### src/hw/rtl/pol_pkg.sv
`timescale 1ns / 1ps
// Shared types and constants for the positional ordered list.
// Used by pol_cell, pol_ctrl and positional_ordered_list; depends on nothing.
package pol_pkg;

  localparam int POL_CAPACITY = 64;
  localparam int CNT_W        = 7;
  localparam int DATA_W       = 32;
  localparam int POS_W        = 8;
  localparam int KIND_W       = 3;
  localparam int STATUS_W     = 2;

  // Operation codes carried in the input tuser field.
  localparam logic [KIND_W-1:0] KIND_APPEND   = 3'd0;
  localparam logic [KIND_W-1:0] KIND_REM_HEAD = 3'd1;
  localparam logic [KIND_W-1:0] KIND_INS_POS  = 3'd2;
  localparam logic [KIND_W-1:0] KIND_REM_POS  = 3'd3;
  localparam logic [KIND_W-1:0] KIND_LIST     = 3'd4;

  // Result status codes.
  localparam logic [STATUS_W-1:0] ST_OK      = 2'd0;
  localparam logic [STATUS_W-1:0] ST_EMPTY   = 2'd1;
  localparam logic [STATUS_W-1:0] ST_INVALID = 2'd2;
  localparam logic [STATUS_W-1:0] ST_FULL    = 2'd3;

  // Shift command broadcast to every cell.
  typedef enum logic [1:0] {
    OP_HOLD,
    OP_INS,
    OP_REM,
    OP_ROT
  } cell_op_e;

  typedef struct packed {
    cell_op_e            op;
    logic [CNT_W-1:0]    idx;       // zero-based gap position for insert or remove
    logic [CNT_W-1:0]    last_idx;  // index of the tail entry, used while rotating
    logic [DATA_W-1:0]   value;     // value written at the gap on insert
  } cell_cmd_t;

endpackage

### src/hw/rtl/pol_cell.sv
`timescale 1ns / 1ps
// One storage cell of the ordered list: holds one entry and shifts with its neighbors.
// Depends on pol_pkg.
module pol_cell
  import pol_pkg::*;
#(
  parameter int INDEX = 0
) (
  input  logic              clk_i,
  input  cell_cmd_t         cmd_i,
  input  logic [DATA_W-1:0] left_i,
  input  logic [DATA_W-1:0] right_i,
  input  logic [DATA_W-1:0] head_i,
  output logic [DATA_W-1:0] data_o
);

  localparam logic [CNT_W-1:0] IDX = CNT_W'(INDEX);

  logic [DATA_W-1:0] data_q, data_d;

  always_comb begin
    data_d = data_q;
    case (cmd_i.op)
      OP_INS: begin
        if (IDX > cmd_i.idx) begin
          data_d = left_i;
        end else if (IDX == cmd_i.idx) begin
          data_d = cmd_i.value;
        end
      end
      OP_REM: begin
        if (IDX >= cmd_i.idx) begin
          data_d = right_i;
        end
      end
      OP_ROT: begin
        // The head wraps around to the tail so a full pass restores the order.
        if (IDX == cmd_i.last_idx) begin
          data_d = head_i;
        end else if (IDX < cmd_i.last_idx) begin
          data_d = right_i;
        end
      end
      default: data_d = data_q;
    endcase
  end

  always_ff @(posedge clk_i) begin
    data_q <= data_d;
  end

  assign data_o = data_q;

endmodule

### config.mk
export PLATFORM = sky130hd
export DESIGN_NAME = pol_cell
export DESIGN_NICKNAME = d
export VERILOG_FILES = /design/src/hw/rtl/pol_pkg.sv /design/src/hw/rtl/pol_cell.sv
export SDC_FILE = /design/constraint.sdc
export NUM_CORES = 1
export LEC_CHECK = 0
export BUFFER_PORTS_ARGS = -buffer_cell sky130_fd_sc_hd__buf_2
export CAP_MARGIN = 0
export CORE_MARGIN = 3
export CORE_UTILIZATION = 40
export DETAILED_ROUTE_END_ITERATION = 7
export GPL_TIMING_DRIVEN = 0
export PLACE_DENSITY = 0.86
export RECOVER_POWER = 25
export SYNTH_ARGS = -nofsm -noshare
export SYNTH_HDL_FRONTEND = slang
export SYNTH_SLANG_ARGS = --single-unit
### constraint.sdc
create_clock -name clk_i -period 7.3 [get_ports clk_i]
set_input_delay 0.73 -clock clk_i [delete_from_list [all_inputs] [get_ports clk_i]]
set_output_delay 0.73 -clock clk_i [all_outputs]
set_load 0.01 [all_outputs]
==> metrics, run 1 <==
P_leak 1.371 nW; final max-slew violation count 0; global-route wire length before repair 8597 um; sequential cell area 960.9 um2; Routed Antenna Nets 0; max_cap viols 0; Horiz. Die Dim 75.54 um; synthesized cell area 1934 um2; # diodes 0; Die Ht 75.54 um; Worst Max-Slew Pin Slew 0.6622 ns; fin area 2809 um2; max reg flops 32; fillers 402; clk slew on worst S/H paths 0.06 ns; port bufs 144; layout cells sized above 1 40.18%; CTS buffer count 5; H-tree depth 2; Longest Clk Path Bufs 2; Total GRT Usage 19.98%; peak supply drop 0.09442 mV; Max Fclk 457.6 MHz; Area Overhead vs Synth 45.21%; CTS tree yes; pin count of the biggest net entering global routing 19; cells resized by post-CTS repair 0; initial antenna violation count 0; vias in the first global route 1952; crit end category flip-flop; met1 Track Usage GR 21.42%; Post-Place Cells 380; Iter 0 DRT Violations 71; Fin. Hold Viols 0; worst min-delay path class input port to flip-flop; via count 1986; Yosys cell types 15; period utilization 29.94%; pre-CTS setup slack 4.818 ns; #FFs+latches synth 32; Detailed Route WL 5664 um; WP data arrival 2.17 ns; global route total overflow 0; Core Area 4504 um2; Slowest cell on crit path a21oi_4; final setup vio count 0; Yosys warnings 0; syn avg cell area 10.57 um2; die area 5706 um2; Rows 24; Power Density 158.1 nW/um2; Nets 480; GRT Max-Usage Layer met2; crit-path cells buf_2 > clkbuf_1 > nor2_1 > a21oi_4 > buf_16; status finished, final reports clean; type of element launching the critical path input port; commonest non-fill, non-tap cell in the layout buf_2; final setup margin 5.114 ns; num ports 177; Mapped Nets 328; most frequent cells in the layout 123 x buf_2, 33 x clkbuf_1, 33 x nor2b_1; drt via density 5.119; clk root buf clkbuf_8; Crit Path Max Fanout 18; Syn Inst Count 183; GP Congestion 0.7724; area of the multi-input gates 909.6 um2; CTS Hold Bufs 0; Slew HR 55.75%; Crit path required time 7.29 ns; setup bufs post-CTS 0; Post-route DRC 0; met3 Usage GRT 6.992%; setup TNS 0 ns; Starting Density 42.94%; Tmin final 2.186 ns; post-synthesis sequential area ratio 49.68%; RSZ-0062 raised after global routing false; post-DR wirelength/cell 14.60 um; Detailed Place HPWL 4415 um; Finished Layout Cells 388; # clock sinks 32; slowest stage delay, CP 0.54 ns; placed instance area 2759 um2; met2 usage in global routing 36.34%; kind of critical path input port to flip-flop; drt first pass iters 5
-- stage by stage --
stage | total power, W | hold WS (ns) | utilization (%)
after floorplan | 0.0002685 | 0.9300 | -
after global routing | 0.0004690 | 0.7628 | 62.36
after global placement | 0.0003180 | 1.032 | 60.39
final | 0.0004440 | 0.7565 | 62.36
after CTS | 0.0004508 | 0.7434 | 63.03
after detailed placement | 0.0003235 | 1.039 | 61.25
-- cell type report --
| cell class | instances | area share [%] |
|---|---|---|
| Multi-Input combinational cell | 138 | 32.38 |
| Clock buffer | 7 | 2.717 |
| Tap cell | 52 | 2.316 |
| Clock inverter | 1 | 0.1336 |
| Sequential cell | 32 | 34.21 |
| Buffer | 13 | 2.673 |
| Timing Repair Buffer | 145 | 25.57 |
-- where the power goes --
part	switching, W	internal [W]
clock network	0.0000609	0.0000663
registers	0.00000323	0.000220
logic	0.0000478	0.0000460
total	0.000112	0.000332
-- kinds of logic (layout without fill, tap and decap cells) --
logic type,after synthesis,after routing,share of synthesized area [%]
flip-flops,32,32,49.68
AO/OA/AOI/OAI,65,65,16.82
AND/OR/NAND/NOR,41,41,13.07
multiplexers,32,32,16.56
buffers and inverters,13,166,3.881
-- synthesized netlist by cell type, drive strengths merged --
master,number,area (um2)
a21oi,33,165.2
buf,6,48.79
clkbuf,7,26.28
edfxtp,32,960.9
mux2i,32,320.3
nand2,3,13.77
nor2,1,3.750
nor2b,33,206.5
nor3,2,10.01
nor4,2,18.77
o21ai,32,160.1
-- critical path: cells and delay by family --
family | cells | cell delay [ns]
buf+inv | 3 | 0.76
simple gates | 1 | 0.13
compound gates | 1 | 0.54
-- routing by layer --
metal	part of all wire [%]	routed length, um	vias to the layer above
met5	0	0	-
met4	1.3	76	0
met3	8.5	482	9
met2	51	2899	95
met1	39	2205	901
li1	-	-	981
-- worst paths after layout --
| path | slack (ns) | from | end | cells past startpoint |
|---|---|---|---|---|
| hold / removal | 0.76 | right_i[29] | data_o[29]$_DFFE_PP_ | 3 |
| setup / recovery | 5.11 | cmd_i[47] | data_o[11]$_DFFE_PP_ | 5 |
No activity file was read; power rests on OpenSTA's default activity.
==> inputs of run 2 (changes only) <==
--- a/config.mk
+++ b/config.mk
@@ -8,10 +8,10 @@
 export BUFFER_PORTS_ARGS = -buffer_cell sky130_fd_sc_hd__buf_2
 export CAP_MARGIN = 0
 export CORE_MARGIN = 3
-export CORE_UTILIZATION = 40
+export CORE_UTILIZATION = 34
 export DETAILED_ROUTE_END_ITERATION = 7
 export GPL_TIMING_DRIVEN = 0
-export PLACE_DENSITY = 0.86
+export PLACE_DENSITY = 0.77
 export RECOVER_POWER = 25
 export SYNTH_ARGS = -nofsm -noshare
 export SYNTH_HDL_FRONTEND = slang
==> constraint.sdc (replaced) <==
create_clock -name clk_i -period 2 [get_ports clk_i]
set_input_delay 0.2 -clock clk_i [delete_from_list [all_inputs] [get_ports clk_i]]
set_output_delay 0.2 -clock clk_i [all_outputs]
set_load 0.01 [all_outputs]
==> metrics, run 2 (synthesis gave the netlist of run 1 again) <==
num ports 177 (unchanged); WHS Path Cells 3 (unchanged); crit end category flip-flop (unchanged); Longest Clk Path Bufs 2 (unchanged); Clk pwr share 28.5% (was 28.7%); CTS buffer count 5 (unchanged); global-route wire length before repair 8680 um (was 8597 um); most frequent cells in the layout 123 x buf_2, 33 x clkbuf_1, 33 x nor2b_1 (unchanged); port bufs 144 (unchanged); CTS tree yes (unchanged); final setup vio count 0 (unchanged); placed instance area 2774 um2 (was 2759 um2); Nets 480 (unchanged); layout cells sized above 1 40.18% (unchanged); global route total overflow 0 (unchanged); Post-route DRC 0 (unchanged); peak supply drop 0.2685 mV (was 0.09442 mV); Power Density 573.5 nW/um2 (was 158.1 nW/um2); drt via density 4.825 (was 5.119); # diodes 0 (unchanged); max reg flops 32 (unchanged); Detailed Route WL 5949 um (was 5664 um); cells resized by post-CTS repair 0 (unchanged); Psw 0.0004092 W (was 0.0001119 W); total power after layout 0.001620 W (was 0.0004440 W); Core Area 5303 um2 (was 4504 um2); Total GRT Usage 17.42% (was 19.98%); Crit path required time 1.98 ns (was 7.29 ns); final core utilization 53.26% (was 62.36%); # clock sinks 32 (unchanged); worst min-delay path class input port to flip-flop (unchanged); die area 6630 um2 (was 5706 um2); fin area 2824 um2 (was 2809 um2); clk root buf clkbuf_8 (unchanged); Routed Antenna Nets 0 (unchanged); internal power 0.001210 W (was 0.0003321 W); Slew HR 63.73% (was 55.75%); Metal-1 WL 2198 um (was 2205 um); Detailed Place HPWL 4749 um (was 4415 um); post-DR wirelength/cell 14.65 um (was 14.60 um); CTS Hold Bufs 0 (unchanged); Post-Place Cells 398 (was 380); Starting Density 36.48% (was 42.94%); commonest non-fill, non-tap cell in the layout buf_2 (unchanged); via count 1959 (was 1986); Horiz. Die Dim 81.43 um (was 75.54 um); Crit Path Max Fanout 27 (was 18); Area Overhead vs Synth 45.99% (was 45.21%); final max-slew violation count 0 (unchanged); Flop pwr share 50.2% (about the same); vias in the first global route 1851 (was 1952); setup TNS 0 ns (unchanged); Worst Max-Slew Pin Slew 0.5440 ns (was 0.6622 ns); WL met2 3064 um (was 2899 um); clk slew on worst S/H paths 0.07 ns (was 0.06 ns); pin count of the biggest net entering global routing 28 (was 19); status finished, final reports clean (unchanged); metal3 WL 613 um (was 482 um); Tmin final 1.402 ns; WP data arrival 1.38 ns (was 2.17 ns); Die Ht 81.43 um (was 75.54 um); Finished Layout Cells 406 (was 388); GP Congestion 0.7949 (was 0.7724); initial antenna violation count 0 (unchanged); sequential cell area 960.9 um2 (unchanged); max_cap viols 0 (unchanged); Iter 0 DRT Violations 41 (was 71); Combinational Power Share 21.2% (was 21.1%); kind of critical path input port to flip-flop (unchanged); Rows 26 (was 24); RSZ-0062 raised after global routing false (unchanged); type of element launching the critical path input port (unchanged); Fin. Hold Viols 0 (unchanged); period utilization 70.11%; P_leak 1.367 nW (was 1.371 nW); setup bufs post-CTS 0 (unchanged); drt first pass iters 4 (was 5); Max Fclk 713.1 MHz; Net Sw Frac 25.27% (was 25.21%); uppermost layer routed met4 (unchanged); area of the multi-input gates 909.6 um2 (unchanged); fillers 499 (was 402); H-tree depth 2 (unchanged)
## run 2: cell counts in the layout (fill, tap and decap cells not counted)
Identical to the previous run, type by type.
## run 2: final timing paths
check,from,to,slack (ns)
max,cmd_i[47],data_o[5]$_DFFE_PP_,0.60
min,right_i[24],data_o[24]$_DFFE_PP_,0.23
## run 2: metal layers
| metal | global-route usage [%] | up-vias |
|---|---|---|
| met5 | 0 | - |
| met4 | 5.068 | 0 |
| met3 | 5.592 | 7 |
| met2 | 32.82 | 96 |
| met1 | 18.31 | 879 |
| li1 | - | 977 |
## run 2: stage by stage
| step | hold WS [ns] | worst slack (ns) |
|---|---|---|
| 5_1_grt | 0.2239 | 0.4924 |
| 4_1_cts | 0.2220 | 0.5876 |
| 3_3_place_gp | 0.4999 | -0.6488 |
| 3_5_place_dp | 0.5110 | 0.3014 |
| 6_report | 0.2278 | 0.5978 |
| 2_1_floorplan | 0.4000 | 0.1265 |
## run 2: power groups by stage
stage	registers, W	logic (W)	clock network (W)
floorplan	0.000857	0.000123	0
global placement	0.000827	0.000336	0
detailed placement	0.000826	0.000357	0
CTS	0.000812	0.000358	0.000476
global route	0.000818	0.000383	0.000509
finish	0.000813	0.000344	0.000462
## run 2: area by class of cell
cell class | instances | area share (%)
plain buffers | 13 | 2.658
flip-flops and latches | 32 | 34.03
clock inverters | 1 | 0.1329
clock buffers | 7 | 2.703
multi-input cells | 138 | 32.21
repair buffers | 145 | 25.17
well taps | 70 | 3.101
## run 2: critical path, cell delays in order
cell	delay (ns)
buf_2	0.15
clkbuf_1	0.37
nor2_1	0.13
a21oi_4	0.28
buf_12	0.24
==> inputs of run 3 (changes only) <==
==> constraint.sdc (replaced) <==
create_clock -name clk_i -period 1.1 [get_ports clk_i]
set_input_delay 0.11 -clock clk_i [delete_from_list [all_inputs] [get_ports clk_i]]
set_output_delay 0.11 -clock clk_i [all_outputs]
set_load 0.01 [all_outputs]
==> metrics, run 3 (synthesis gave the netlist of run 1 again) <==
Starting Density 36.48% (unchanged); type of element launching the critical path input port (unchanged); peak supply drop 0.3950 mV (was 0.2685 mV); global-route wire length before repair 8273 um (was 8680 um); # diodes 0 (unchanged); Horiz. Die Dim 81.43 um (unchanged); max reg flops 32 (unchanged); die area 6630 um2 (unchanged); kind of critical path input port to flip-flop (unchanged); clk root buf clkbuf_8 (unchanged); drt first pass iters 4 (unchanged); CTS Hold Bufs 0 (unchanged); # clock sinks 32 (unchanged); drt via density 4.703 (was 4.825); layout cells sized above 1 44.87% (was 40.18%); CTS buffer count 5 (unchanged); Longest Clk Path Bufs 2 (unchanged); post-DR wirelength/cell 13.97 um (was 14.65 um); vias in the first global route 1844 (was 1851); placed instance area 2778 um2 (was 2774 um2); P_leak 1.448 nW (was 1.367 nW); Detailed Route WL 5742 um (was 5949 um); most frequent cells in the layout 129 x buf_2, 33 x nor2b_1, 32 x a21oi_1, 32 x edfxtp_1, 31 x mux2i_1 (was 123 x buf_2, 33 x clkbuf_1, 33 x nor2b_1); final core utilization 56.09% (was 53.26%); Max Fclk 914.2 MHz; num ports 177 (unchanged); Worst Max-Slew Pin Slew 0.4636 ns (was 0.5440 ns); fillers 501 (was 499); final max-slew violation count 0 (unchanged); CTS tree yes (unchanged); Power Density 1003 nW/um2 (was 573.5 nW/um2); final setup vio count 0 (unchanged); Area Overhead vs Synth 53.75% (was 45.99%); Die Ht 81.43 um (unchanged); Tmin final 1.094 ns; status finished, final reports clean (unchanged); Routed Antenna Nets 0 (unchanged); port bufs 144 (unchanged); global route total overflow 0 (unchanged); fin area 2974 um2 (was 2824 um2); GRT Max-Usage Layer met2 (unchanged); Post-route DRC 0 (unchanged); max_cap viols 0 (unchanged); commonest non-fill, non-tap cell in the layout buf_2 (unchanged); Nets 485 (was 480); RSZ-0062 raised after global routing true (was false); via count 1933 (was 1959); met3 Usage GRT 3.947% (was 5.592%); Core Area 5303 um2 (unchanged); Fin. Hold Viols 0 (unchanged); met1 Track Usage GR 17.66% (was 18.31%); initial antenna violation count 0 (unchanged); crit end category flip-flop (unchanged); setup TNS 0 ns (unchanged); Total GRT Usage 16.50% (was 17.42%); met2 usage in global routing 31.27% (was 32.82%); pin count of the biggest net entering global routing 17 (was 28); GP Congestion 0.7251 (was 0.7949); H-tree depth 2 (unchanged); Crit path required time 1.11 ns (was 1.98 ns); clk slew on worst S/H paths 0.06 ns (was 0.07 ns); Iter 0 DRT Violations 67 (was 41); worst min-delay path class input port to flip-flop (unchanged); Rows 26 (unchanged); WP data arrival 1.10 ns (was 1.38 ns); Slew HR 69.09% (was 63.73%); Detailed Place HPWL 4271 um (was 4749 um); period utilization 99.44%; Crit Path Max Fanout 10 (was 27)
[run 3: cell count changes in the layout (fill, tap and decap cells not counted), moves of 2 or more]
cell	delta
o21ai_0	-28
buf_4	+3
buf_12	+2
buf_2	+6
o21ai_1	+28
nor4_4	+2
clkbuf_1	-10
[run 3: metal layers]
metal	vias up	wire length [um]	part of all wire, %
li1	993	-	-
met1	849	2177	38
met2	81	2989	52
met3	10	477	8.3
met4	0	97	1.7
met5	-	0	0
[run 3: area by class of cell]
type,instances,area (um2),share of cell area [%]
multi-input combinational,139,960.9,32.31
tap,70,87.58,2.945
sequential,32,960.9,32.31
clock inverter,1,3.754,0.1262
timing repair buffer,149,793.3,26.67
buffer,13,91.34,3.071
clock buffer,7,76.32,2.566
[run 3: critical path: stages]
cell and delay [ns]:
buf_2 0.09, nor3_1 0.31, nand2_4 0.15, buf_6 0.19, mux2i_1 0.16, o21ai_1 0.07
[run 3: worst paths after layout]
check / start / end / slack [ns] / depth (start not counted)
min: right_i[30] / data_o[30]$_DFFE_PP_ / 0.14 / 3
max: cmd_i[32] / data_o[7]$_DFFE_PP_ / 0.006 / 6
[run 3: repair_timing]
action,in CTS,in global routing
gates cloned,1,1
pin swaps,0,1
setup buffers,2,2
gates resized for setup,4,10
endpoints found under the setup margin,32,62
[run 3: through the flow]
stage          power (W)  setup slack (ns)  hold WS [ns]  instances
2_1_floorplan   0.001801           -0.3540        0.3100        183
3_3_place_gp    0.002139           -0.9570        0.4144        397
3_5_place_dp    0.002156           -0.9733        0.4260        397
4_1_cts         0.003025          0.007853        0.1337        408
5_1_grt         0.003133          -0.07505        0.1495        411
6_report        0.002983          0.006186        0.1427        411
[run 3: report_power, final]
| part | switching (W) | internal, W | leakage (nW) |
|---|---|---|---|
| Combinational | 0.000332 | 0.000338 | 1.12 |
| Clock | 0.000393 | 0.000440 | 0.0399 |
| Sequential | 0.0000214 | 0.00146 | 0.290 |
