### src/hw/rtl/pol_pkg.sv
`timescale 1ns / 1ps
// Shared types and constants for the positional ordered list.
// Used by pol_cell, pol_ctrl and positional_ordered_list; depends on nothing.
package pol_pkg;

  localparam int POL_CAPACITY = 64;
  localparam int CNT_W        = 7;
  localparam int DATA_W       = 32;
  localparam int POS_W        = 8;
  localparam int KIND_W       = 3;
  localparam int STATUS_W     = 2;

  // Operation codes carried in the input tuser field.
  localparam logic [KIND_W-1:0] KIND_APPEND   = 3'd0;
  localparam logic [KIND_W-1:0] KIND_REM_HEAD = 3'd1;
  localparam logic [KIND_W-1:0] KIND_INS_POS  = 3'd2;
  localparam logic [KIND_W-1:0] KIND_REM_POS  = 3'd3;
  localparam logic [KIND_W-1:0] KIND_LIST     = 3'd4;

  // Result status codes.
  localparam logic [STATUS_W-1:0] ST_OK      = 2'd0;
  localparam logic [STATUS_W-1:0] ST_EMPTY   = 2'd1;
  localparam logic [STATUS_W-1:0] ST_INVALID = 2'd2;
  localparam logic [STATUS_W-1:0] ST_FULL    = 2'd3;

  // Shift command broadcast to every cell.
  typedef enum logic [1:0] {
    OP_HOLD,
    OP_INS,
    OP_REM,
    OP_ROT
  } cell_op_e;

  typedef struct packed {
    cell_op_e            op;
    logic [CNT_W-1:0]    idx;       // zero-based gap position for insert or remove
    logic [CNT_W-1:0]    last_idx;  // index of the tail entry, used while rotating
    logic [DATA_W-1:0]   value;     // value written at the gap on insert
  } cell_cmd_t;

endpackage

### src/hw/rtl/pol_ctrl.sv
`timescale 1ns / 1ps
// Controller of the ordered list: decodes operations, keeps the count, drives the
// cell command and the registered output stage. Depends on pol_pkg.
module pol_ctrl
  import pol_pkg::*;
#(
  parameter int CAPACITY = POL_CAPACITY
) (
  input  logic                clk_i,
  input  logic                rst_ni,
  input  logic                in_valid_i,
  output logic                in_ready_o,
  input  logic [KIND_W-1:0]   kind_i,
  input  logic [DATA_W-1:0]   value_i,
  input  logic [POS_W-1:0]    position_i,
  input  logic [DATA_W-1:0]   head_i,
  output cell_cmd_t           cmd_o,
  output logic                out_valid_o,
  input  logic                out_ready_i,
  output logic [STATUS_W-1:0] status_o,
  output logic [DATA_W-1:0]   entry_value_o,
  output logic [CNT_W-1:0]    entry_count_o,
  output logic                last_o
);

  localparam logic [CNT_W-1:0] CAP = CNT_W'(CAPACITY);

  typedef enum logic {
    ST_IDLE,
    ST_LISTING
  } state_e;

  state_e              state_q, state_d;
  logic [CNT_W-1:0]    count_q, count_d;
  logic [CNT_W-1:0]    sent_q, sent_d;
  logic                out_valid_q, out_valid_d;
  logic [STATUS_W-1:0] status_q, status_d;
  logic [DATA_W-1:0]   value_q, value_d;
  logic [CNT_W-1:0]    ocount_q, ocount_d;
  logic                last_q, last_d;

  logic             out_free;
  logic             accept;
  logic [POS_W-1:0] count_ext;
  logic [CNT_W-1:0] gap_idx;

  assign out_free   = !out_valid_q || out_ready_i;
  assign in_ready_o = (state_q == ST_IDLE) && out_free;
  assign accept     = in_valid_i && in_ready_o;
  assign count_ext  = POS_W'(count_q);
  assign gap_idx    = CNT_W'(position_i - POS_W'(1));

  always_comb begin
    state_d     = state_q;
    count_d     = count_q;
    sent_d      = sent_q;
    out_valid_d = out_valid_q && !out_ready_i;
    status_d    = status_q;
    value_d     = value_q;
    ocount_d    = ocount_q;
    last_d      = last_q;

    cmd_o          = '0;
    cmd_o.op       = OP_HOLD;
    cmd_o.value    = value_i;
    cmd_o.last_idx = count_q - CNT_W'(1);

    if (accept) begin
      status_d = ST_OK;
      value_d  = '0;
      last_d   = 1'b1;
      unique case (kind_i)
        KIND_APPEND: begin
          out_valid_d = 1'b1;
          if (count_q >= CAP) begin
            status_d = ST_FULL;
          end else begin
            cmd_o.op  = OP_INS;
            cmd_o.idx = count_q;
            count_d   = count_q + CNT_W'(1);
          end
        end
        KIND_REM_HEAD: begin
          out_valid_d = 1'b1;
          if (count_q == '0) begin
            status_d = ST_EMPTY;
          end else begin
            cmd_o.op  = OP_REM;
            cmd_o.idx = '0;
            count_d   = count_q - CNT_W'(1);
          end
        end
        KIND_INS_POS: begin
          out_valid_d = 1'b1;
          if (position_i == '0 || position_i > count_ext + POS_W'(1)) begin
            status_d = ST_INVALID;
          end else if (count_q >= CAP) begin
            status_d = ST_FULL;
          end else begin
            cmd_o.op  = OP_INS;
            cmd_o.idx = gap_idx;
            count_d   = count_q + CNT_W'(1);
          end
        end
        KIND_REM_POS: begin
          out_valid_d = 1'b1;
          if (count_q == '0) begin
            status_d = ST_EMPTY;
          end else if (position_i == '0 || position_i > count_ext) begin
            status_d = ST_INVALID;
          end else begin
            cmd_o.op  = OP_REM;
            cmd_o.idx = gap_idx;
            count_d   = count_q - CNT_W'(1);
          end
        end
        KIND_LIST: begin
          if (count_q == '0) begin
            out_valid_d = 1'b1;
            status_d    = ST_EMPTY;
          end else begin
            state_d = ST_LISTING;
            sent_d  = '0;
          end
        end
        default: begin
          out_valid_d = out_valid_q && !out_ready_i;
        end
      endcase
      ocount_d = count_d;
    end else if (state_q == ST_LISTING && out_free) begin
      // Emit the head and rotate the chain by one place.
      cmd_o.op    = OP_ROT;
      out_valid_d = 1'b1;
      status_d    = ST_OK;
      value_d     = head_i;
      ocount_d    = count_q;
      sent_d      = sent_q + CNT_W'(1);
      last_d      = (sent_q + CNT_W'(1) == count_q);
      if (sent_q + CNT_W'(1) == count_q) begin
        state_d = ST_IDLE;
      end
    end
  end

  always_ff @(posedge clk_i or negedge rst_ni) begin
    if (!rst_ni) begin
      state_q     <= ST_IDLE;
      count_q     <= '0;
      sent_q      <= '0;
      out_valid_q <= 1'b0;
    end else begin
      state_q     <= state_d;
      count_q     <= count_d;
      sent_q      <= sent_d;
      out_valid_q <= out_valid_d;
    end
  end

  always_ff @(posedge clk_i) begin
    status_q <= status_d;
    value_q  <= value_d;
    ocount_q <= ocount_d;
    last_q   <= last_d;
  end

  assign out_valid_o   = out_valid_q;
  assign status_o      = status_q;
  assign entry_value_o = value_q;
  assign entry_count_o = ocount_q;
  assign last_o        = last_q;

endmodule

### config.mk
export PLATFORM = sky130hd
export DESIGN_NAME = pol_ctrl
export DESIGN_NICKNAME = d
export VERILOG_FILES = /design/src/hw/rtl/pol_pkg.sv /design/src/hw/rtl/pol_ctrl.sv
export SDC_FILE = /design/constraint.sdc
export NUM_CORES = 1
export LEC_CHECK = 0
export ABC_AREA = 1
export BUFFER_PORTS_ARGS = -buffer_cell sky130_fd_sc_hd__clkbuf_2
export CELL_PAD_IN_SITES_DETAIL_PLACEMENT = 1
export CELL_PAD_IN_SITES_GLOBAL_PLACEMENT = 2
export CORE_UTILIZATION = 25
export DETAILED_ROUTE_END_ITERATION = 16
export GPL_ROUTABILITY_DRIVEN = 0
export PLACE_DENSITY = 0.81
export SYNTH_ARGS = -nofsm -noshare
export SYNTH_HDL_FRONTEND = slang
export SYNTH_SLANG_ARGS = --single-unit
### constraint.sdc
create_clock -name clk_i -period 2.8 [get_ports clk_i]
set_input_delay 0.42 -clock clk_i [delete_from_list [all_inputs] [get_ports clk_i]]
set_output_delay 0.42 -clock clk_i [all_outputs]
set_load 0.005 [all_outputs]
==> metrics, run 1 <==
r2r worst-path depth 19; CP max FO 3; number of nets in the layout about 660; Synth Cell Area about 3600 µm²; grt ovf 0; initial antenna violation count 0; first-pass GRT wire length 19.2 mm; Worst-Margin Slew 0.471 ns; die area roughly 15000 µm²; top cells by count, synth nand2_1 (89), inv_1 (38), buf_4 (33), dfxtp_1 (33), a22o_1 (32); Synth top area share a little under a fifth; fin worst setup slack -0.441 ns; Post-Syn Nets between 500 and 600; HPWL Detailed 9.43 mm; routed wire length roughly 13 mm; vias in the first global route 3620; count leader, synth nand2_1; status finished, violations left; Die Width 122 µm; ant diodes 0; Synth Flop Type dfxtp_1; Rows between 40 and 50; CTS Buffer Depth 2; min-delay worst type input pin to async pin; clock slew at reported path FFs 0.05 ns; IO buf count approximately 110; Final Hold Viols 0; pre-CTS WS -0.132 ns; First DRT Iteration DRCs 160; Register-to-Register Setup Slack -0.19 ns; Die H between 100 and 150 µm; clock skew 0.00924 ns; Final Util 36.6%; number of synthesized flops with an enable pin 9; crit path capture type output pin; H-tree Lvls 3; Yosys reg bits 58; Total GRT Usage roughly 17%; routed len/inst 17.8 µm; design area 5120 µm²; worst r2r src count_q[1]; Final min period 3.24 ns; largest cells by area after synthesis dfxtp_1 (18%), dfrtp_1 (11%), nand2_1 (9.2%), a22o_1 (7.8%), edfxtp_1 (7.5%); largest net degree at the start of global routing 36; drt first pass iters 4; layout cells sized above 1 46.1%; total number of vias 3546; cell count after synthesis 437; Total Neg Setup Slack -4.23 ns; Synth Area per Inst 8.27 µm²; Leak 2.49 nW; RR Endpoint entry_count_o[0]; root buf cell clkbuf_16; final antenna-violating net count 0; clk_lat worst skew 0.32 ns; vias per cell 4.74; Critical Path AT 2.82 ns; Yosys cell types 42; max-cap violations 0; count of pins over their slew limit 0; # IOs 171; slew margin rel. 68.4%; ys async rst share 27.6%; Synth warnings 0; failing checks negative setup slack; Residual DRC 0; hold buffer count at cts 0; f_max 309 MHz; Max VDD drop 0.393 mV; Starting Density 25.8%; clock net sink count 58; Yosys top cell by area dfxtp_1; number of buffers created by CTS 9; Tcrit/Tclk final 116%; critical path class flip-flop to output pin; cell area after placement about 4200 µm²; CTS tree built; RSZ-0062 raised after global routing yes; Final setup viols 20; pwr dens 1130 nW/µm²; Area Growth Syn to Fin 41.8%; type of origin of the critical path flip-flop; core area 14000 µm²; data required time of the critical path between 2 and 2.5 ns; sequential-to-total area share from yosys stat a little under two fifths
==> sequential cells by signal, summed over array words and instances (netlist names) <==
signal	cells
last_o	1
entry_value_o	32
count_q	7
status_o	2
sent_q	7
entry_count_o	7
out_valid_o	1
state_q	1
==> kinds of logic (layout without fill, tap and decap cells) <==
family	count (synthesis)	count (layout)	share of synthesized area, %
buf+inv	92	223	13.7
flops	58	58	36.8
xor+xnor	18	18	4.36
fa+ha+maj	21	21	7.27
compound gates	72	72	13.9
simple gates	176	176	23.9
==> metal layers <==
layer | GRT usage, % | routed length [µm] | vias to the layer above
met2 | 28.9 | 6990 | 72
li1 | - | - | 1679
met1 | 21.0 | 5520 | 1767
met3 | 3.11 | 453 | 28
met4 | 5.64 | 337 | 0
met5 | 0 | 0 | -
==> per-stage QoR <==
stage	power [W]	instances	hold slack [ns]
after global placement	0.00401	700	0.382
after global routing	0.00616	748	0.0751
final	0.00577	748	0.0362
after floorplan	0.00296	437	0.124
after CTS	0.00542	733	0.0433
after detailed placement	0.00409	700	0.395
==> layout make-up <==
class | count | area [µm²]
sequential | 58 | 1330
fill | 1680 | 8860
timing repair buffer | 161 | 992
tap | 180 | 225
inverter | 46 | 188
clock inverter | 4 | 21.3
multi-input combinational | 287 | 2090
clock buffer | 12 | 278
==> worst max-delay path by stage <==
stage,from,end,slack [ns],cells past startpoint
after floorplan,count_q[6],cmd_o[39],0.26,12
after global placement,count_q[0],cmd_o[39],0.08,14
after detailed placement,count_q[0],cmd_o[44],-0.13,14
after CTS,count_q[0],cmd_o[43],-0.25,14
after global routing,count_q[1],cmd_o[46],-0.56,16
final,count_q[1],cmd_o[46],-0.44,16
==> worst max-delay path, cell delays in order (launching register included) <==
cell and delay, ns:
dfrtp_1 0.42, ha_2 0.22, nand4_1 0.17, o21ai_2 0.19, o21ai_1 0.10, ha_1 0.31, nand2_2 0.08, nor2_4 0.10
nand4_1 0.15, nand2_2 0.11, buf_4 0.11, buf_6 0.10, nand3_4 0.07, nand2_4 0.11, nand3_1 0.07, nand2_1 0.07
buf_2 0.10
==> layout by cell type, fill, tap and decap left out, types with 5 or more instances in the layout <==
cell / n
ha_4: 7
nand2_1: 66
ha_1: 13
nand2_4: 5
o21ai_0: 8
nand3_1: 21
clkbuf_16: 10
a21oi_2: 7
inv_1: 35
buf_2: 5
o22ai_1: 5
nor2_1: 23
clkbuf_2: 101
inv_2: 5
xor2_1: 12
a21oi_1: 9
buf_4: 43
a22o_1: 32
nand2_2: 24
dfxtp_1: 33
nand4_1: 8
dfrtp_1: 14
edfxtp_1: 9
buf_6: 11
nand3_2: 9
==> where the power goes <==
group | switching (W) | internal (W) | leakage, nW
Combinational | 0.00177 | 0.00140 | 1.77
Sequential | 0.000259 | 0.00126 | 0.565
Clock | 0.000379 | 0.000696 | 0.154
==> what timing repair did <==
item / in CTS / in global routing
setup endpoints to repair: 9 / 18
setup buffers: 17 / 16
pin swaps: 15 / 26
resized for setup: 21 / 71
Note: power is estimated with default switching activity, not from simulation.
==> run 2: changes to the inputs <==
GPL_TIMING_DRIVEN = 0   (was unset)
==> run 2 against run 1 <==
Fmax is 3.5% higher. Worst setup slack better by 0.11 ns. Combinational power is 15% lower. Total power is 9.2% lower. Critical path type unchanged. Non-clock buffer count is 34 higher. Clock skew is 0.0014 ns lower. Utilization is 0.16 points lower. Wire length is 9.9% lower. Register-to-register slack better by 0.19 ns. The run still ends with negative setup slack left. Via count is 1.6% higher.
==> metrics, run 2 (synthesis results as in run 1) <==
max-cap violations 0; Leak 2.56 nW; min-delay worst type input pin to async pin; CTS tree built; initial antenna violation count 0; number of buffers created by CTS 9; Slowest Stage Delay on Critical Path around 0.42 ns; H-tree Lvls 3; Total GRT Usage between 10% and 20%; root buf cell clkbuf_16; clock skew 0.00785 ns; Final Hold Viols 0; Worst-Margin Slew 0.551 ns; Die Width 122 µm; CP max stage cell dfrtp_2; clock net sink count 58; post-route insts no fill 781; status finished, violations left; Rows 43; vias in the first global route 3615; CTS Buffer Depth 2; Residual DRC 0; die area 14900 µm²; total number of vias 3601; commonest non-fill, non-tap cell in the layout clkbuf_2; Critical Path Source count_q[0]; RR Endpoint entry_count_o[6]; data required time of the critical path 2.38 ns; First DRT Iteration DRCs 129; Final min period 3.13 ns; Final setup viols 9; most frequent cells in the layout clkbuf_2 (135), nand2_1 (81), buf_4 (42), inv_1 (36), dfxtp_1 (33); grt ovf 0; core area 14000 µm²; failing checks negative setup slack; clk_lat worst skew 0.32 ns; ant diodes 0; pwr dens 1030 nW/µm²; type of origin of the critical path flip-flop; worst r2r src count_q[0]; FF/Latch Area 1330 µm²; number of nets in the layout 697; fin worst setup slack -0.330 ns; fill count 1730; slew margin rel. 63.3%; crit path cell chain buf_12, nand3_4, nand3b_1, xor2_1, ha_1, a21oi_2, nor2_2, nor2_1, nand2_1, nand2_2, nand4_1, nand2_4, nand2_2, a21oi_2, clkbuf_2; Area Growth Syn to Fin 41.2%; Starting Density approximately a quarter; r2r worst-path depth 16; design area 5100 µm²; Die H ~120 µm; vias per cell 4.61; Tcrit/Tclk final 112%; routed len/inst roughly 15 µm; Register-to-Register Setup Slack 0 ns; Inst Count DP 755; layout cells sized above 1 43.4%; WHS 0.0357 ns; first-pass GRT wire length 18.5 mm; Final Util a little over a third; routed wire length 12.0 mm; Largest register FFs 32; final antenna-violating net count 0; count of pins over their slew limit 0; critical path class flip-flop to output pin; pre-CTS WS -0.425 ns; cell area after placement 4530 µm²; drt first pass iters 4; # IOs 171; crit path capture type output pin; clock slew at reported path FFs 0.05 ns; Max VDD drop 0.422 mV; f_max around 320 MHz; CP max FO 7; HPWL Detailed 9.50 mm; RSZ-0062 raised after global routing yes; largest net degree at the start of global routing 17; area of the multi-input gates 1950 µm²; IO buf count 138; Critical Path AT 2.71 ns
-- run 2: layout make-up --
cell class,instances,area share [%]
well taps,180,4.41
repair buffers,149,15.5
inverters,46,3.51
flip-flops and latches,58,26.1
clock buffers,13,5.52
clock inverters,2,0.196
plain buffers,46,6.50
multi-input cells,287,38.3
-- run 2: timing repair --
| item | CTS | global route |
|---|---|---|
| gates resized for setup | 26 | 23 |
| pin swaps | 14 | 10 |
| setup buffers | 9 | 2 |
| hold buffers | 0 | 0 |
| endpoints found under the setup margin | 24 | 22 |
| cloned | 0 | 0 |
| hold endpoints to repair | 0 | 0 |
-- run 2: report_power, final --
part	switching (W)	total (W)	internal [W]
registers	0.000224	0.00148	0.00126
logic	0.00157	0.00271	0.00114
clock network	0.000353	0.00104	0.000691
total	0.00215	0.00524	0.00309
-- run 2: per-stage QoR --
| step | total power [W] | TNS [ns] |
|---|---|---|
| after floorplan | 0.00296 | 0 |
| after global placement | 0.00389 | -4.44 |
| after detailed placement | 0.00397 | -4.78 |
| after CTS | 0.00522 | -2.60 |
| after global routing | 0.00564 | -4.85 |
| final | 0.00524 | -2.34 |
-- run 2: worst max-delay path, delay by kind of cell (launching register included) --
| family | cells | cell delay [ns] |
|---|---|---|
| flops | 1 | 0.42 |
| buf+inv | 2 | 0.26 |
| simple gates | 9 | 0.87 |
| xor+xnor | 1 | 0.18 |
| fa+ha+maj | 1 | 0.33 |
| compound gates | 2 | 0.31 |
-- run 2: worst max-delay path by stage --
stage / to
after floorplan: cmd_o[39]
after global routing: cmd_o[42]
after detailed placement: cmd_o[40]
after global placement: cmd_o[40]
final: cmd_o[42]
after CTS: cmd_o[42]
-- run 2: layer usage --
layer | track usage, % | share of wire, % | up-vias
met5 | 0 | 0 | -
met3 | 2.79 | 4.1 | 21
met1 | 20.2 | 44 | 1728
li1 | - | - | 1753
met4 | 5.26 | 2.4 | 0
met2 | 27.7 | 50 | 99
==> run 3: changes to the inputs <==
CORE_UTILIZATION = 26   (was 25)
CTS_BUF_LIST = sky130_fd_sc_hd__clkbuf_8   (was unset)
PLACE_DENSITY = 0.84   (was 0.81)
==> run 3 against run 2 <==
The flow still finishes with violations (negative setup slack). Largest cell class unchanged. Wire length up 1.9%. Worst hold slack worse by 0.015 ns. Die area down 3.8%. Highest routed layer unchanged.
==> metrics, run 3 (synthesis results as in run 1) <==
HPWL Detailed 9.33 mm; type of origin of the critical path flip-flop; CTS Buffer Depth 2; CP max FO 7; failing checks negative setup slack; number of buffers created by CTS 9; crit path cell chain buf_6, nand3_4, nand3b_1, xor2_2, ha_1, a21oi_1, nor2_1, nor2_1, nand2_1, nand2_2, nand4_1, nand2_4, nand2_2, a21oi_2, buf_2; delay-heaviest family, CP simple AND/OR/NAND/NOR gates; met2 wire len 6.36 mm; data required time of the critical path 2.38 ns; IO buf count between 100 and 150; Rows 42; Die Width 120 µm; Inst Count DP 751; H-tree Lvls 3; M1 WL 5.10 mm; Die H 120 µm; status finished, violations left; Max VDD drop approximately 0.27 mV; grt ovf 0; CP max stage cell dfrtp_1; routed wire length roughly 12 mm; first-pass GRT wire length 19.0 mm; clock slew at reported path FFs 0.07 ns; max-cap violations 0; cell area after placement 4520 µm²; root buf cell clkbuf_8; final antenna-violating net count 0; die area between 10000 and 15000 µm²; FF/Latch Area 1330 µm²; # IOs 171; vias per cell 4.63; number of buffer and inverter stages on the critical path 2; largest net degree at the start of global routing 17; pwr dens 1010 nW/µm²; slew margin rel. 66.3%; clock skew 0.00725 ns; Residual DRC 0; commonest non-fill, non-tap cell in the layout clkbuf_2; Largest register FFs 32; Leak 2.60 nW; Final min period 3.12 ns; Final Util approximately two fifths; layout cells sized above 1 45.8%; max layer used met4; Worst-Margin Slew 0.505 ns; initial antenna violation count 0; CTS tree built; routed len/inst 15.4 µm; critical path class flip-flop to output pin; clk_lat worst skew 0.33 ns; RSZ-0062 raised after global routing yes; total number of vias 3677; post-route insts no fill 794; fill count 1644; min-delay worst type input pin to async pin; clock net sink count 58; crit path capture type output pin; f_max between 300 and 400 MHz; Critical Path AT 2.70 ns; Slowest Stage Delay on Critical Path 0.38 ns; vias in the first global route 3748; Total GRT Usage 16.8%; Starting Density 27.0%; Area Growth Syn to Fin 43.2%; Final setup viols 8; core area 13400 µm²; hold buffer count at cts 0; Final Hold Viols 0; design area 5170 µm²; number of nets in the layout 713; area of the multi-input gates between 1500 and 2000 µm²; most frequent cells in the layout clkbuf_2 (132), nand2_1 (81), buf_4 (58), inv_1 (37), dfxtp_1 (33); Tcrit/Tclk final 111%; Total Neg Setup Slack -2.28 ns; fin worst setup slack -0.319 ns; count of pins over their slew limit 0; drt first pass iters 4; metal3 WL 430 µm; ant diodes 0; First DRT Iteration DRCs 165; WHS 0.0211 ns
## run 3: cell types whose count changed in the layout (fill, tap and decap cells not counted), sizes merged
cell / delta
clkbuf: -4
buf: +18
clkinvlp: +2
bufinv: +1
clkinv: -1
inv: +1
## run 3: final cells by class
cell class | count | area share (%)
well taps | 176 | 4.26
clock inverters | 5 | 1.04
repair buffers | 165 | 17.4
plain buffers | 46 | 6.46
clock buffers | 11 | 2.93
inverters | 46 | 3.56
multi-input cells | 287 | 38.6
flip-flops and latches | 58 | 25.8
## run 3: timing repair
| action | in CTS | in global routing |
|---|---|---|
| pin swaps | 10 | 19 |
| endpoints found under the setup margin | 25 | 20 |
| gates resized for setup | 28 | 33 |
| buffers inserted | 20 | 7 |
| gates cloned | 0 | 0 |
## run 3: layer usage
| layer | vias to the layer above | global-route usage, % |
|---|---|---|
| met2 | 105 | 30.7 |
| met1 | 1763 | 19.8 |
| met3 | 23 | 2.66 |
| met4 | 0 | 5.70 |
| li1 | 1786 | - |
| met5 | - | 0 |
## run 3: worst reg2reg max path, delay by kind of cell, from the launching register on
kind / cells / cell delay (ns)
adders and majority gates: 1 / 0.27
buffers and inverters: 3 / 0.45
DFF: 1 / 0.38
and+or+nand+nor: 14 / 1.34
## run 3: path summary, 6_finish.rpt
path / slack, ns / cells after the start / end / start
worst min-delay path: 0.02 / 1 / out_valid_o / rst_ni
max in group asynchronous: 2.45 / 1 / count_q[0] / rst_ni
worst max-delay path: -0.32 / 15 / cmd_o[40] / count_q[1]
worst max register to register: 0.08 / 18 / entry_count_o[1] / count_q[1]
min in group clk_i: 0.30 / 2 / entry_value_o[11] / head_i[11]
worst min register to register: 0.47 / 1 / entry_value_o[3] / entry_value_o[3]
## run 3: where the power goes
part / leakage, nW / internal, W / total (W) / switching [W]
registers: 0.566 / 0.00126 / 0.00147 / 0.000213
logic: 1.93 / 0.00129 / 0.00296 / 0.00166
clock network: 0.103 / 0.000454 / 0.000784 / 0.000329
## run 3: per-stage QoR
stage	power, W	setup WS [ns]
after detailed placement	0.00396	-0.406
final	0.00521	-0.319
after global placement	0.00389	-0.411
after global routing	0.00560	-0.471
after CTS	0.00506	-0.253
after floorplan	0.00296	0.256
